<file path="src/design/hrp_pkg.sv">
`timescale 1ns / 1ps

package hrp_pkg;

	localparam int BYTE_W   = 8;
	localparam int ROLE_W   = 2;
	localparam int STATUS_W = 10;
	localparam int ERR_W    = 3;
	localparam int LINE_W   = 16;

	localparam logic [BYTE_W-1:0] CH_CR    = 8'h0d;
	localparam logic [BYTE_W-1:0] CH_LF    = 8'h0a;
	localparam logic [BYTE_W-1:0] CH_COLON = 8'h3a;
	localparam logic [BYTE_W-1:0] CH_SPACE = 8'h20;
	localparam logic [BYTE_W-1:0] CH_TAB   = 8'h09;
	localparam logic [BYTE_W-1:0] CH_H     = 8'h48;
	localparam logic [BYTE_W-1:0] CH_T     = 8'h54;
	localparam logic [BYTE_W-1:0] CH_P     = 8'h50;
	localparam logic [BYTE_W-1:0] CH_SLASH = 8'h2f;
	localparam logic [BYTE_W-1:0] CH_DOT   = 8'h2e;
	localparam logic [BYTE_W-1:0] CH_0     = 8'h30;
	localparam logic [BYTE_W-1:0] CH_1     = 8'h31;
	localparam logic [BYTE_W-1:0] CH_9     = 8'h39;

	localparam logic [STATUS_W-1:0] STATUS_RESET   = 10'd500;
	localparam logic [LINE_W-1:0]   MAX_LINE_RESET = 16'd4096;

	localparam logic [ROLE_W-1:0] ROLE_FRAME = 2'd0;
	localparam logic [ROLE_W-1:0] ROLE_NAME  = 2'd1;
	localparam logic [ROLE_W-1:0] ROLE_VALUE = 2'd2;
	localparam logic [ROLE_W-1:0] ROLE_BODY  = 2'd3;

	localparam logic [ERR_W-1:0] ERR_NONE   = 3'd0;
	localparam logic [ERR_W-1:0] ERR_STATUS = 3'd1;
	localparam logic [ERR_W-1:0] ERR_LONG   = 3'd2;
	localparam logic [ERR_W-1:0] ERR_CONT   = 3'd3;
	localparam logic [ERR_W-1:0] ERR_COLON  = 3'd4;

	localparam int FIFO_DEPTH = 4;
	localparam int PTR_W      = $clog2(FIFO_DEPTH);
	localparam int CNT_W      = $clog2(FIFO_DEPTH + 1);

	typedef enum logic [2:0] {
		PH_STATUS = 3'b001,
		PH_HEADER = 3'b010,
		PH_BODY   = 3'b100
	} phase_t;

	typedef enum logic [2:0] {
		HP_NAME  = 3'b001,
		HP_SKIP  = 3'b010,
		HP_VALUE = 3'b100
	} hdr_part_t;

	typedef struct packed {
		logic [BYTE_W-1:0]   out_byte;
		logic [ROLE_W-1:0]   byte_role;
		logic                header_complete;
		logic                headers_finished;
		logic                in_body;
		logic                status_valid;
		logic [STATUS_W-1:0] status_code;
		logic [ERR_W-1:0]    error_code;
		logic                last_of_run;
	} word_t;

endpackage

</file>
<file path="src/design/hrp_in_if.sv">
`timescale 1ns / 1ps

interface hrp_in_if;
	import hrp_pkg::*;

	logic              valid;
	logic              ready;
	logic [BYTE_W-1:0] in_byte;

	modport source (output valid, output in_byte, input ready);
	modport sink (input valid, input in_byte, output ready);
endinterface

</file>
<file path="src/design/hrp_out_if.sv">
`timescale 1ns / 1ps

interface hrp_out_if;
	import hrp_pkg::*;

	logic                valid;
	logic                ready;
	logic [BYTE_W-1:0]   out_byte;
	logic [ROLE_W-1:0]   byte_role;
	logic                header_complete;
	logic                headers_finished;
	logic                in_body;
	logic                status_valid;
	logic [STATUS_W-1:0] status_code;
	logic [ERR_W-1:0]    error_code;
	logic                last_of_run;

	modport source (
		output valid, output out_byte, output byte_role, output header_complete,
		output headers_finished, output in_body, output status_valid,
		output status_code, output error_code, output last_of_run, input ready
	);
	modport sink (
		input valid, input out_byte, input byte_role, input header_complete,
		input headers_finished, input in_body, input status_valid,
		input status_code, input error_code, input last_of_run, output ready
	);
endinterface

</file>
<file path="src/design/http_response_header_parser.sv">
`timescale 1ns / 1ps
// HTTP/1.x response header parser.
// in_ch  : one response byte per word (valid/ready, taken when both are high).
// out_ch : words describing bytes: role (framing, header name, header value,
//          body), line-end flags, and the parser status after that byte.
// cfg_wr_en/cfg_wr_data set the largest line length (CRLF included); write it
// only while the parser is idle. Reset value is 4096.
// A byte is parsed in the cycle it is taken and its words land in a 4-entry
// output queue, which registers them before they show on out_ch.
// One byte a cycle is taken while the queue has room for two words; a CR is
// held back until the next byte, so a byte yields zero, one or two words and
// the output side (one word a cycle) sets the rate when CRs are flushed.
// last_of_run marks the final word of a byte.
// If the receiver stalls, the queue fills and in_ch.ready drops; nothing is
// lost. Reset empties the queue, puts the parser at the status line with
// status code 500 and clears any error. Errors stick until reset; after one,
// every byte gives a single framing word carrying the error code.
module http_response_header_parser (
	input  logic                      clk,
	input  logic                      arst_n,
	input  logic                      cfg_wr_en,
	input  logic [hrp_pkg::LINE_W-1:0] cfg_wr_data,
	hrp_in_if.sink                    in_ch,
	hrp_out_if.source                 out_ch
);
	import hrp_pkg::*;

	// parser state
	logic [LINE_W-1:0]   max_q;
	phase_t              ph_q, ph_d;
	logic [LINE_W-1:0]   lc_q, lc_d;
	logic                good_q, good_d;
	logic [STATUS_W-1:0] acc_q, acc_d;
	logic [STATUS_W-1:0] held_q, held_d;
	hdr_part_t           hp_q, hp_d;
	logic                cont_q, cont_d;
	logic                cr_q, cr_d;
	logic [ERR_W-1:0]    fail_q, fail_d;

	// output queue
	word_t             fifo_q [FIFO_DEPTH];
	logic [PTR_W-1:0]  wr_q, rd_q;
	logic [CNT_W-1:0]  cnt_q;

	logic              in_acc, out_acc;
	logic [1:0]        n_words;
	logic [1:0]        push_n;
	word_t             w0, w1;
	logic [BYTE_W-1:0] b;

	assign b       = in_ch.in_byte;
	assign in_acc  = in_ch.valid && in_ch.ready;
	assign out_acc = out_ch.valid && out_ch.ready;
	assign push_n  = in_acc ? n_words : 2'd0;

	always_comb begin
		logic              ws, ok, chk, good_n, hc, hf;
		logic [STATUS_W-1:0] acc_n;
		logic [13:0]       acc_x10;
		logic [3:0]        digit;
		logic [ROLE_W-1:0] role_cr, role_b;
		hdr_part_t         hp1, hp2;
		logic [BYTE_W-1:0] w0_byte, w1_byte;
		logic [ROLE_W-1:0] w0_role, w1_role;

		ph_d    = ph_q;
		lc_d    = lc_q;
		good_d  = good_q;
		acc_d   = acc_q;
		held_d  = held_q;
		hp_d    = hp_q;
		cont_d  = cont_q;
		cr_d    = cr_q;
		fail_d  = fail_q;
		n_words = 2'd0;
		w0_byte = b;
		w0_role = ROLE_FRAME;
		w1_byte = b;
		w1_role = ROLE_FRAME;
		hc      = 1'b0;
		hf      = 1'b0;
		ws      = (b == CH_SPACE) || (b == CH_TAB);
		ok      = 1'b1;
		chk     = 1'b1;
		digit   = b[3:0];
		acc_x10 = {1'b0, acc_q, 3'b000} + {3'b000, acc_q, 1'b0};
		good_n  = good_q;
		acc_n   = acc_q;
		role_cr = ROLE_FRAME;
		role_b  = ROLE_FRAME;
		hp1     = hp_q;
		hp2     = hp_q;

		if (fail_q != ERR_NONE) begin
			n_words = 2'd1;
		end else if (ph_q == PH_BODY) begin
			n_words = 2'd1;
			w0_role = ROLE_BODY;
		end else if (lc_q >= max_q) begin
			if (cr_q) begin
				n_words = 2'd2;
				w0_byte = CH_CR;
			end else begin
				n_words = 2'd1;
			end
			cr_d   = 1'b0;
			fail_d = ERR_LONG;
		end else begin
			lc_d = lc_q + 1'b1;
			if (ph_q == PH_STATUS) begin
				unique case (lc_q)
					16'd0:          ok = (b == CH_H);
					16'd1, 16'd2:   ok = (b == CH_T);
					16'd3:          ok = (b == CH_P);
					16'd4:          ok = (b == CH_SLASH);
					16'd5:          ok = (b == CH_1);
					16'd6:          ok = (b == CH_DOT);
					16'd7:          ok = (b == CH_0) || (b == CH_1);
					16'd8, 16'd12:  ok = (b == CH_SPACE);
					16'd9:          ok = (b >= CH_1) && (b <= CH_9);
					16'd10, 16'd11: ok = (b >= CH_0) && (b <= CH_9);
					default:        chk = 1'b0;
				endcase
				if (chk && !ok)
					good_n = 1'b0;
				// digits of the code: positions 9 to 11
				if (chk && ok && lc_q >= 16'd9 && lc_q <= 16'd11)
					acc_n = acc_x10[STATUS_W-1:0] + {6'd0, digit};
				good_d = good_n;
				acc_d  = acc_n;
			end else if (lc_q == '0 && ws) begin
				cont_d = 1'b1;
			end

			if (b == CH_LF && cr_q) begin
				n_words = 2'd2;
				w0_byte = CH_CR;
				if (ph_q == PH_STATUS) begin
					if (good_n) begin
						held_d = acc_n;
						ph_d   = PH_HEADER;
					end else begin
						fail_d = ERR_STATUS;
					end
				end else if (lc_q == 16'd1) begin
					ph_d = PH_BODY;
					hf   = 1'b1;
				end else if (cont_d) begin
					fail_d = ERR_CONT;
				end else if (hp_q == HP_NAME) begin
					fail_d = ERR_COLON;
				end else begin
					hc = 1'b1;
				end
				lc_d   = '0;
				hp_d   = HP_NAME;
				cont_d = 1'b0;
				good_d = 1'b1;
				acc_d  = '0;
				cr_d   = 1'b0;
			end else begin
				// flush a held CR with the role it has at its place
				if (cr_q) begin
					if (ph_q == PH_HEADER) begin
						role_cr = (hp_q == HP_NAME) ? ROLE_NAME : ROLE_VALUE;
						if (hp_q == HP_SKIP)
							hp1 = HP_VALUE;
					end
					cr_d = 1'b0;
				end
				hp2 = hp1;
				if (ph_q == PH_HEADER) begin
					unique case (hp1)
						HP_NAME: begin
							if (b == CH_COLON) begin
								role_b = ROLE_FRAME;
								hp2    = HP_SKIP;
							end else begin
								role_b = ROLE_NAME;
							end
						end
						HP_SKIP: begin
							if (ws) begin
								role_b = ROLE_FRAME;
							end else begin
								role_b = ROLE_VALUE;
								hp2    = HP_VALUE;
							end
						end
						HP_VALUE: role_b = ROLE_VALUE;
						default:  role_b = ROLE_FRAME;
					endcase
				end
				if (b == CH_CR) begin
					cr_d = 1'b1;
					hp2  = hp1;
				end
				hp_d = hp2;

				if (cr_q) begin
					w0_byte = CH_CR;
					w0_role = role_cr;
					w1_role = role_b;
					n_words = (b == CH_CR) ? 2'd1 : 2'd2;
				end else begin
					w0_role = role_b;
					n_words = (b == CH_CR) ? 2'd0 : 2'd1;
				end
			end
		end

		w0.out_byte         = w0_byte;
		w0.byte_role        = w0_role;
		w0.header_complete  = 1'b0;
		w0.headers_finished = 1'b0;
		w0.in_body          = (ph_d == PH_BODY);
		w0.status_valid     = (ph_d != PH_STATUS);
		w0.status_code      = held_d;
		w0.error_code       = fail_d;
		w0.last_of_run      = (n_words == 2'd1);

		w1                  = w0;
		w1.out_byte         = w1_byte;
		w1.byte_role        = w1_role;
		w1.header_complete  = hc;
		w1.headers_finished = hf;
		w1.last_of_run      = 1'b1;
	end

	always_ff @(posedge clk or negedge arst_n) begin
		if (!arst_n) begin
			max_q  <= MAX_LINE_RESET;
			ph_q   <= PH_STATUS;
			lc_q   <= '0;
			good_q <= 1'b1;
			acc_q  <= '0;
			held_q <= STATUS_RESET;
			hp_q   <= HP_NAME;
			cont_q <= 1'b0;
			cr_q   <= 1'b0;
			fail_q <= ERR_NONE;
		end else begin
			if (cfg_wr_en)
				max_q <= cfg_wr_data;
			if (in_acc) begin
				ph_q   <= ph_d;
				lc_q   <= lc_d;
				good_q <= good_d;
				acc_q  <= acc_d;
				held_q <= held_d;
				hp_q   <= hp_d;
				cont_q <= cont_d;
				cr_q   <= cr_d;
				fail_q <= fail_d;
			end
		end
	end

	// queue pointers and fill level
	always_ff @(posedge clk or negedge arst_n) begin
		if (!arst_n) begin
			wr_q  <= '0;
			rd_q  <= '0;
			cnt_q <= '0;
		end else begin
			wr_q  <= wr_q + PTR_W'(push_n);
			if (out_acc)
				rd_q <= rd_q + 1'b1;
			cnt_q <= cnt_q + CNT_W'(push_n) - CNT_W'(out_acc);
		end
	end

	always_ff @(posedge clk) begin
		if (in_acc && n_words != 2'd0)
			fifo_q[wr_q] <= w0;
		if (in_acc && n_words == 2'd2)
			fifo_q[wr_q + 1'b1] <= w1;
	end

	// room for the two words a byte may produce
	assign in_ch.ready = (cnt_q <= CNT_W'(FIFO_DEPTH - 2));

	assign out_ch.valid            = (cnt_q != '0);
	assign out_ch.out_byte         = fifo_q[rd_q].out_byte;
	assign out_ch.byte_role        = fifo_q[rd_q].byte_role;
	assign out_ch.header_complete  = fifo_q[rd_q].header_complete;
	assign out_ch.headers_finished = fifo_q[rd_q].headers_finished;
	assign out_ch.in_body          = fifo_q[rd_q].in_body;
	assign out_ch.status_valid     = fifo_q[rd_q].status_valid;
	assign out_ch.status_code      = fifo_q[rd_q].status_code;
	assign out_ch.error_code       = fifo_q[rd_q].error_code;
	assign out_ch.last_of_run      = fifo_q[rd_q].last_of_run;

endmodule

</file>
<file path="src/flat_wrapper.sv">
// flat-port wrapper written by rule: the top's interface ports become plain ports
module http_response_header_parser_flat import hrp_pkg::*;
  (clk, arst_n, cfg_wr_en, cfg_wr_data, in_ch_valid, in_ch_in_byte, in_ch_ready, out_ch_valid, out_ch_out_byte, out_ch_byte_role, out_ch_header_complete, out_ch_headers_finished, out_ch_in_body, out_ch_status_valid, out_ch_status_code, out_ch_error_code, out_ch_last_of_run, out_ch_ready);
  hrp_in_if in_ch_i ();
  hrp_out_if out_ch_i ();
  input  logic clk;
  input  logic arst_n;
  input  logic cfg_wr_en;
  input  logic [hrp_pkg::LINE_W-1:0] cfg_wr_data;
  input wire logic [$bits(in_ch_i.valid)-1:0] in_ch_valid;
  input wire logic [$bits(in_ch_i.in_byte)-1:0] in_ch_in_byte;
  output wire logic [$bits(in_ch_i.ready)-1:0] in_ch_ready;
  output wire logic [$bits(out_ch_i.valid)-1:0] out_ch_valid;
  output wire logic [$bits(out_ch_i.out_byte)-1:0] out_ch_out_byte;
  output wire logic [$bits(out_ch_i.byte_role)-1:0] out_ch_byte_role;
  output wire logic [$bits(out_ch_i.header_complete)-1:0] out_ch_header_complete;
  output wire logic [$bits(out_ch_i.headers_finished)-1:0] out_ch_headers_finished;
  output wire logic [$bits(out_ch_i.in_body)-1:0] out_ch_in_body;
  output wire logic [$bits(out_ch_i.status_valid)-1:0] out_ch_status_valid;
  output wire logic [$bits(out_ch_i.status_code)-1:0] out_ch_status_code;
  output wire logic [$bits(out_ch_i.error_code)-1:0] out_ch_error_code;
  output wire logic [$bits(out_ch_i.last_of_run)-1:0] out_ch_last_of_run;
  input wire logic [$bits(out_ch_i.ready)-1:0] out_ch_ready;
  assign in_ch_i.valid = in_ch_valid;
  assign in_ch_i.in_byte = in_ch_in_byte;
  assign in_ch_ready = in_ch_i.ready;
  assign out_ch_valid = out_ch_i.valid;
  assign out_ch_out_byte = out_ch_i.out_byte;
  assign out_ch_byte_role = out_ch_i.byte_role;
  assign out_ch_header_complete = out_ch_i.header_complete;
  assign out_ch_headers_finished = out_ch_i.headers_finished;
  assign out_ch_in_body = out_ch_i.in_body;
  assign out_ch_status_valid = out_ch_i.status_valid;
  assign out_ch_status_code = out_ch_i.status_code;
  assign out_ch_error_code = out_ch_i.error_code;
  assign out_ch_last_of_run = out_ch_i.last_of_run;
  assign out_ch_i.ready = out_ch_ready;
  http_response_header_parser u_core (.clk(clk), .arst_n(arst_n), .cfg_wr_en(cfg_wr_en), .cfg_wr_data(cfg_wr_data), .in_ch(in_ch_i), .out_ch(out_ch_i));
endmodule
</file>
<file path="config.mk">
export PLATFORM = sky130hd
export DESIGN_NAME = http_response_header_parser_flat
export DESIGN_NICKNAME = d
export VERILOG_FILES = /design/src/design/hrp_pkg.sv /design/src/design/hrp_in_if.sv /design/src/design/hrp_out_if.sv /design/src/design/http_response_header_parser.sv /design/src/flat_wrapper.sv
export SDC_FILE = /design/constraint.sdc
export NUM_CORES = 1
export LEC_CHECK = 0
export BUFFER_PORTS_ARGS = -buffer_cell sky130_fd_sc_hd__buf_2
export CORE_ASPECT_RATIO = 1.5
export CORE_UTILIZATION = 45
export DETAILED_ROUTE_END_ITERATION = 12
export PLACE_DENSITY = 0.61
export SYNTH_ARGS = -nofsm -noshare
export SYNTH_HDL_FRONTEND = slang
export SYNTH_SLANG_ARGS = --single-unit
</file>
<file path="constraint.sdc">
create_clock -name clk -period 10.85 [get_ports clk]
set_clock_uncertainty 0.05 [all_clocks]
set_input_delay 1.085 -clock clk [delete_from_list [all_inputs] [get_ports clk]]
set_output_delay 1.085 -clock clk [all_outputs]
set_load 0.01 [all_outputs]
</file>
Yosys cells after proc, flatten, opt, wreduce, memory -nomap -nowiden
Memories as Yosys holds them, arrays and structs flattened. Cells that the tools add are included.

$lt $le $gt $ge: 7. Reduce and logical (&&, ||, !) cells: 27. Muxes and demuxes: 112. Add/subtract/negate cells: 8. Bitwise gates (word level): 3. Eq/ne operators: 36.

Operator list (number): $mux W10 (9); $mux W3 (28); $eq A16 B4 Y1 const B (5); $eq A16 B3 Y1 const B (4); $eq A8 B6 Y1 const B (6); $mux W1 (44); $mux W2 (22); $mux W8 (5); $eq A16 B2 Y1 const B (2); $eq A8 B4 Y1 const B (3); $eq A8 B7 Y1 const B (3); $add A16 B1 Y16 const B (1); $eq A16 B1 Y1 const B (1); $ge A16 B16 Y1 (1); $ge A16 B4 Y1 const B (1); $ge A8 B6 Y1 const B (2); $le A16 B4 Y1 const B (1); $logic_not A16 Y1 (1); $mux W16 (1); $reduce_or A13 Y1 (1); $logic_and A1 B1 Y1 (12); $add A10 B10 Y10 (1); $add A10 B4 Y10 (1); $pmux W1 S10 (1); other kinds (23) (37).

Memory bits (writable): 112. Logic and storage cells: 207. Output and inout port bits: 30. Register bits: 71. Memories kept: 1. Input bits: 29.

Memories: u_core.fifo_q (words 4, width 28, rd ports 1, clocked after Yosys merged registers in 0, write ports 2, line http_response_header_parser.sv:41) `word_t fifo_q [FIFO_DEPTH];`.

Longest topological paths before layout
Depth in word-level cells: 21. Gate-level depth with buffers: 15. Depth with buffers taken out: 15.

Worst setup path before layout
Ideal clock, no wire load.

Path kind: input to register. Start: in in_ch_in_byte[0]. End: mem u_core.fifo_q[0][10] in the netlist's numbering (enable). Buffers on the path: 1. Setup slack: 6.912 ns. Setup time: 0.384 ns. Arrival time: 3.504 ns. Required time: 10.416 ns. Stages: 10. Cells stage by stage: clkbuf_1 -> nand2_1 -> nor4b_1 -> nand2_1 -> ha_1 -> nor2b_1 -> o22ai_1 -> nor3_1 -> a21oi_2 -> inv_1.

RTL lines: start, declared (line flat_wrapper.sv:11) `input wire logic [$bits(in_ch_i.in_byte)-1:0] in_ch_in_byte;`; end, declared (line http_response_header_parser.sv:41).

==> results.json <==
{
  "outcome": "finished, final reports clean",
  "worstPathCellList": "ha_1, a211oi_1, nand2_1, a31oi_1, o311a_1, o21a_1, o22ai_1, nor3_1, a21oi_2, buf_4, inv_1",
  "min_period_over_period_pct": 40.68,
  "period_needed_ps": 4414,
  "multi_input_area_mm2": 0.004319,
  "hold_slack_ps": 444.0,
  "grt_max_degree": 72,
  "critPathKind": "flop to flop",
  "regArea_mm2": 0.005114,
  "relSlewSlack_pct": 23.09,
  "clkTransAtPathRegs_ps": 60,
  "synth-main-ff-cell": "edfxtp_1",
  "antenna_found_initial": 0,
  "tritoncts": "yes",
  "synth_cells": 855,
  "fp.dieH_um": 182.4,
  "ioPinCount": 59,
  "gr-total-overflow": 0,
  "syn_to_final_growth_pct": 10.55,
  "drt_iter0_drc": 438,
  "maxCapViolCount": 0,
  "fp.dieW_um": 122.3,
  "grt_pass1_wl_mm": 35.75,
  "grt_setup_unrepaired": "false",
  "cts_buffers": 17,
  "grt_pass1_vias": 6585,
  "finalInstanceArea_mm2": 0.01079,
  "r2r_cells": 11,
  "path_max_fanout": 30,
  "required_ps": 10850,
  "hold_violations": 0,
  "yosys_warnings": 0,
  "drv_slew": 0,
  "critPathMaxStageDelay_ps": 850,
  "finalSetupViolCount": 0,
  "start_util_pct": 46.18,
  "r2r-start": "u_core.lc_q[3]",
  "cts-root-buf": "clkbuf_16",
  "arrival_ps": 4410,
  "cts_sinks": 183,
  "clock_latency_ps": 440,
  "grt.total_usage_pct": 21.21,
  "syn-cell-area_mm2": 0.009764,
  "core_mm2": 0.02115,
  "drt-vias-per-instance": 5.643,
  "synth-seq-area-share_pct": 52.36,
  "syn_area_per_cell_um2": 11.42,
  "async_flop_share_pct": 38.80,
  "crit_path_end": "u_core.fifo_q[2][21]",
  "port_buffers": 58,
  "leakage_nw": 4.152,
  "place_congestion": 0.8345,
  "synth_edf_count": 108,
  "drt_pre_antenna_iters": 4,
  "cts-resized-gates": 0,
  "power_density_mw_per_mm2": 195.4,
  "slowest_stage": "inv_1",
  "clockBufferDepth": 2,
  "power_mw": 2.109,
  "max_freq_mhz": 226.6,
  "dieArea_mm2": 0.02230,
  "synth_cell_types": 75,
  "via_count": 6642,
  "cts_hold_buffers": 0,
  "fill_cells": 1894,
  "ir_worst_vdd_mv": 0.1045,
  "crit_path_end_kind": "flop",
  "post_cts_buffers": 0,
  "hp-class": "flop to flop",
  "wl_mm": 21.96,
  "hpwl_mm": 15.65,
  "htreeDepth": 4,
  "reg2reg_to": "u_core.fifo_q[2][21]",
  "drc_errors": 0,
  "tns_ps": 0,
  "final_nets": 968,
  "synth_seq_cells": 183,
  "drt-wirelength-per-cell_um": 18.65,
  "start_kind": "flop",
  "r2r_setup_slack_ps": 6440,
  "syn_nets": 927,
  "cp-startpoint": "u_core.lc_q[3]",
  "tightest_slew_ps": 1152,
  "ant_nets": 0,
  "num_antenna_cells": 0,
  "rows": 65,
  "postPlaceCellArea_mm2": 0.01024,
  "layout-drive-gt1-share_pct": 17.60
}
-- layer usage --
| metal | GRT usage (%) | vias up | part of all wire, % |
|---|---|---|---|
| met5 | 0 | - | 0 |
| met4 | 8.390 | 0 | 2.7 |
| met3 | 3.500 | 36 | 3.3 |
| met2 | 36.34 | 131 | 51 |
| met1 | 26.34 | 3253 | 43 |
| li1 | - | 3222 | - |
-- metrics by stage --
| step | cells | setup WS (ps) | util, % |
|---|---|---|---|
| 4_1_cts | 1177 | 6413 | 51.05 |
| 6_report | 1177 | 6436 | 51.05 |
| 3_5_place_dp | 1145 | 6083 | 48.45 |
| 2_1_floorplan | 855 | 6912 | - |
| 5_1_grt | 1177 | 6025 | 51.05 |
| 3_3_place_gp | 1145 | 6170 | 48.45 |
-- critical path: cells and delay by family, from the launching register on --
kind,cells,cell delay (ps)
AOI/OAI and AO/OA,6,1400
buffers and inverters,2,1060
DFF,1,600
and+or+nand+nor,2,580
adders and majority gates,1,320
-- worst min-delay path by stage --
stage	startpoint	endpoint	cells after the start
floorplan	u_core.fail_q[1]	u_core.fail_q[1]	1
global placement	u_core.cnt_q[2]	u_core.cnt_q[2]	1
detailed placement	u_core.cnt_q[2]	u_core.cnt_q[2]	1
CTS	u_core.cnt_q[2]	u_core.cnt_q[2]	1
global route	u_core.fifo_q[2][0]	u_core.fifo_q[2][0]	1
finish	u_core.fifo_q[2][0]	u_core.fifo_q[2][0]	1
-- sequential cells by signal (all words and copies together), names as in the netlist, 3 cells and up --
register,cells
u_core.acc_q,10
u_core.lc_q,16
u_core.cnt_q,3
u_core.hp_q,3
u_core.fifo_q,112
u_core.ph_q,3
u_core.max_q,16
u_core.held_q,10
u_core.fail_q,3
-- layout make-up --
| class | count | share of cell area [%] |
|---|---|---|
| inverters | 39 | 1.356 |
| repair buffers | 63 | 3.060 |
| multi-input cells | 592 | 40.01 |
| well taps | 268 | 3.107 |
| flip-flops and latches | 183 | 47.37 |
| clock inverters | 8 | 0.5796 |
| clock buffers | 24 | 4.509 |
-- logic make-up after synthesis --
kind of cell	count (synthesis)	synth area share [%]
muxes	50	8.765
AOI/OAI and AO/OA	176	11.99
DFF	183	52.36
adders and majority gates	43	5.741
buffers and inverters	80	3.408
xor gates and xnor gates	20	1.794
and+or+nand+nor	303	15.94
-- synth_stat cells (4+ instances only) --
master / count / area [um^2]
xnor2_1: 10 / 87.58
nand2_1: 55 / 206.5
buf_1: 4 / 15.01
a31oi_1: 17 / 106.4
a21o_1: 4 / 30.03
a211oi_1: 4 / 30.03
a22o_1: 8 / 70.07
ha_1: 40 / 500.5
o22ai_1: 12 / 75.07
o21a_1: 14 / 105.1
nor4_1: 4 / 25.02
inv_1: 38 / 142.6
nand4_1: 10 / 62.56
mux2_2: 4 / 45.04
edfxtp_1: 108 / 3243
and3_1: 9 / 56.30
nor2_1: 103 / 386.6
nor2b_1: 26 / 162.7
o21ai_0: 47 / 235.2
o31ai_1: 7 / 52.55
o21bai_1: 4 / 30.03
buf_4: 4 / 30.03
and2_1: 19 / 118.9
o32a_1: 4 / 40.04
a21oi_1: 30 / 150.1
mux2i_1: 18 / 180.2
mux4_2: 28 / 630.6
dfstp_2: 10 / 262.8
buf_2: 5 / 25.02
nand2b_1: 8 / 50.05
nor3_2: 4 / 40.04
nand3_1: 18 / 90.09
xor2_1: 10 / 87.58
nor3_1: 18 / 90.09
dfrtp_1: 61 / 1526
clkbuf_1: 27 / 101.4
or3_1: 9 / 56.30
dfxtp_1: 4 / 80.08
-- placed cells by master (no fill, tap or decap), types with 6 or more instances in the layout --
| cell | count |
|---|---|
| a22o_1 | 8 |
| mux4_2 | 28 |
| edfxtp_1 | 108 |
| o31ai_1 | 7 |
| mux2i_1 | 18 |
| dfstp_2 | 10 |
| ha_1 | 40 |
| o21ai_0 | 47 |
| o21a_1 | 14 |
| inv_1 | 38 |
| nand4_1 | 10 |
| nor3_1 | 18 |
| and3_1 | 9 |
| xnor2_1 | 10 |
| nor2_1 | 103 |
| nand3_1 | 18 |
| and2_1 | 19 |
| nor2b_1 | 26 |
| a21oi_1 | 30 |
| nand2b_1 | 8 |
| o22ai_1 | 12 |
| a31oi_1 | 17 |
| buf_2 | 57 |
| clkbuf_16 | 17 |
| dfrtp_1 | 60 |
| xor2_1 | 10 |
| buf_4 | 6 |
| or3_1 | 9 |
| nand2_1 | 55 |
-- power breakdown --
part           leakage [nW]  internal (mW)  switching, mW  total, mW
sequential             1.90          0.834         0.0895      0.924
combinational          1.97          0.261          0.332      0.593
clock                 0.278          0.319          0.274      0.592
total                  4.15           1.41          0.695       2.11
No activity file was read; power rests on OpenSTA's default activity.
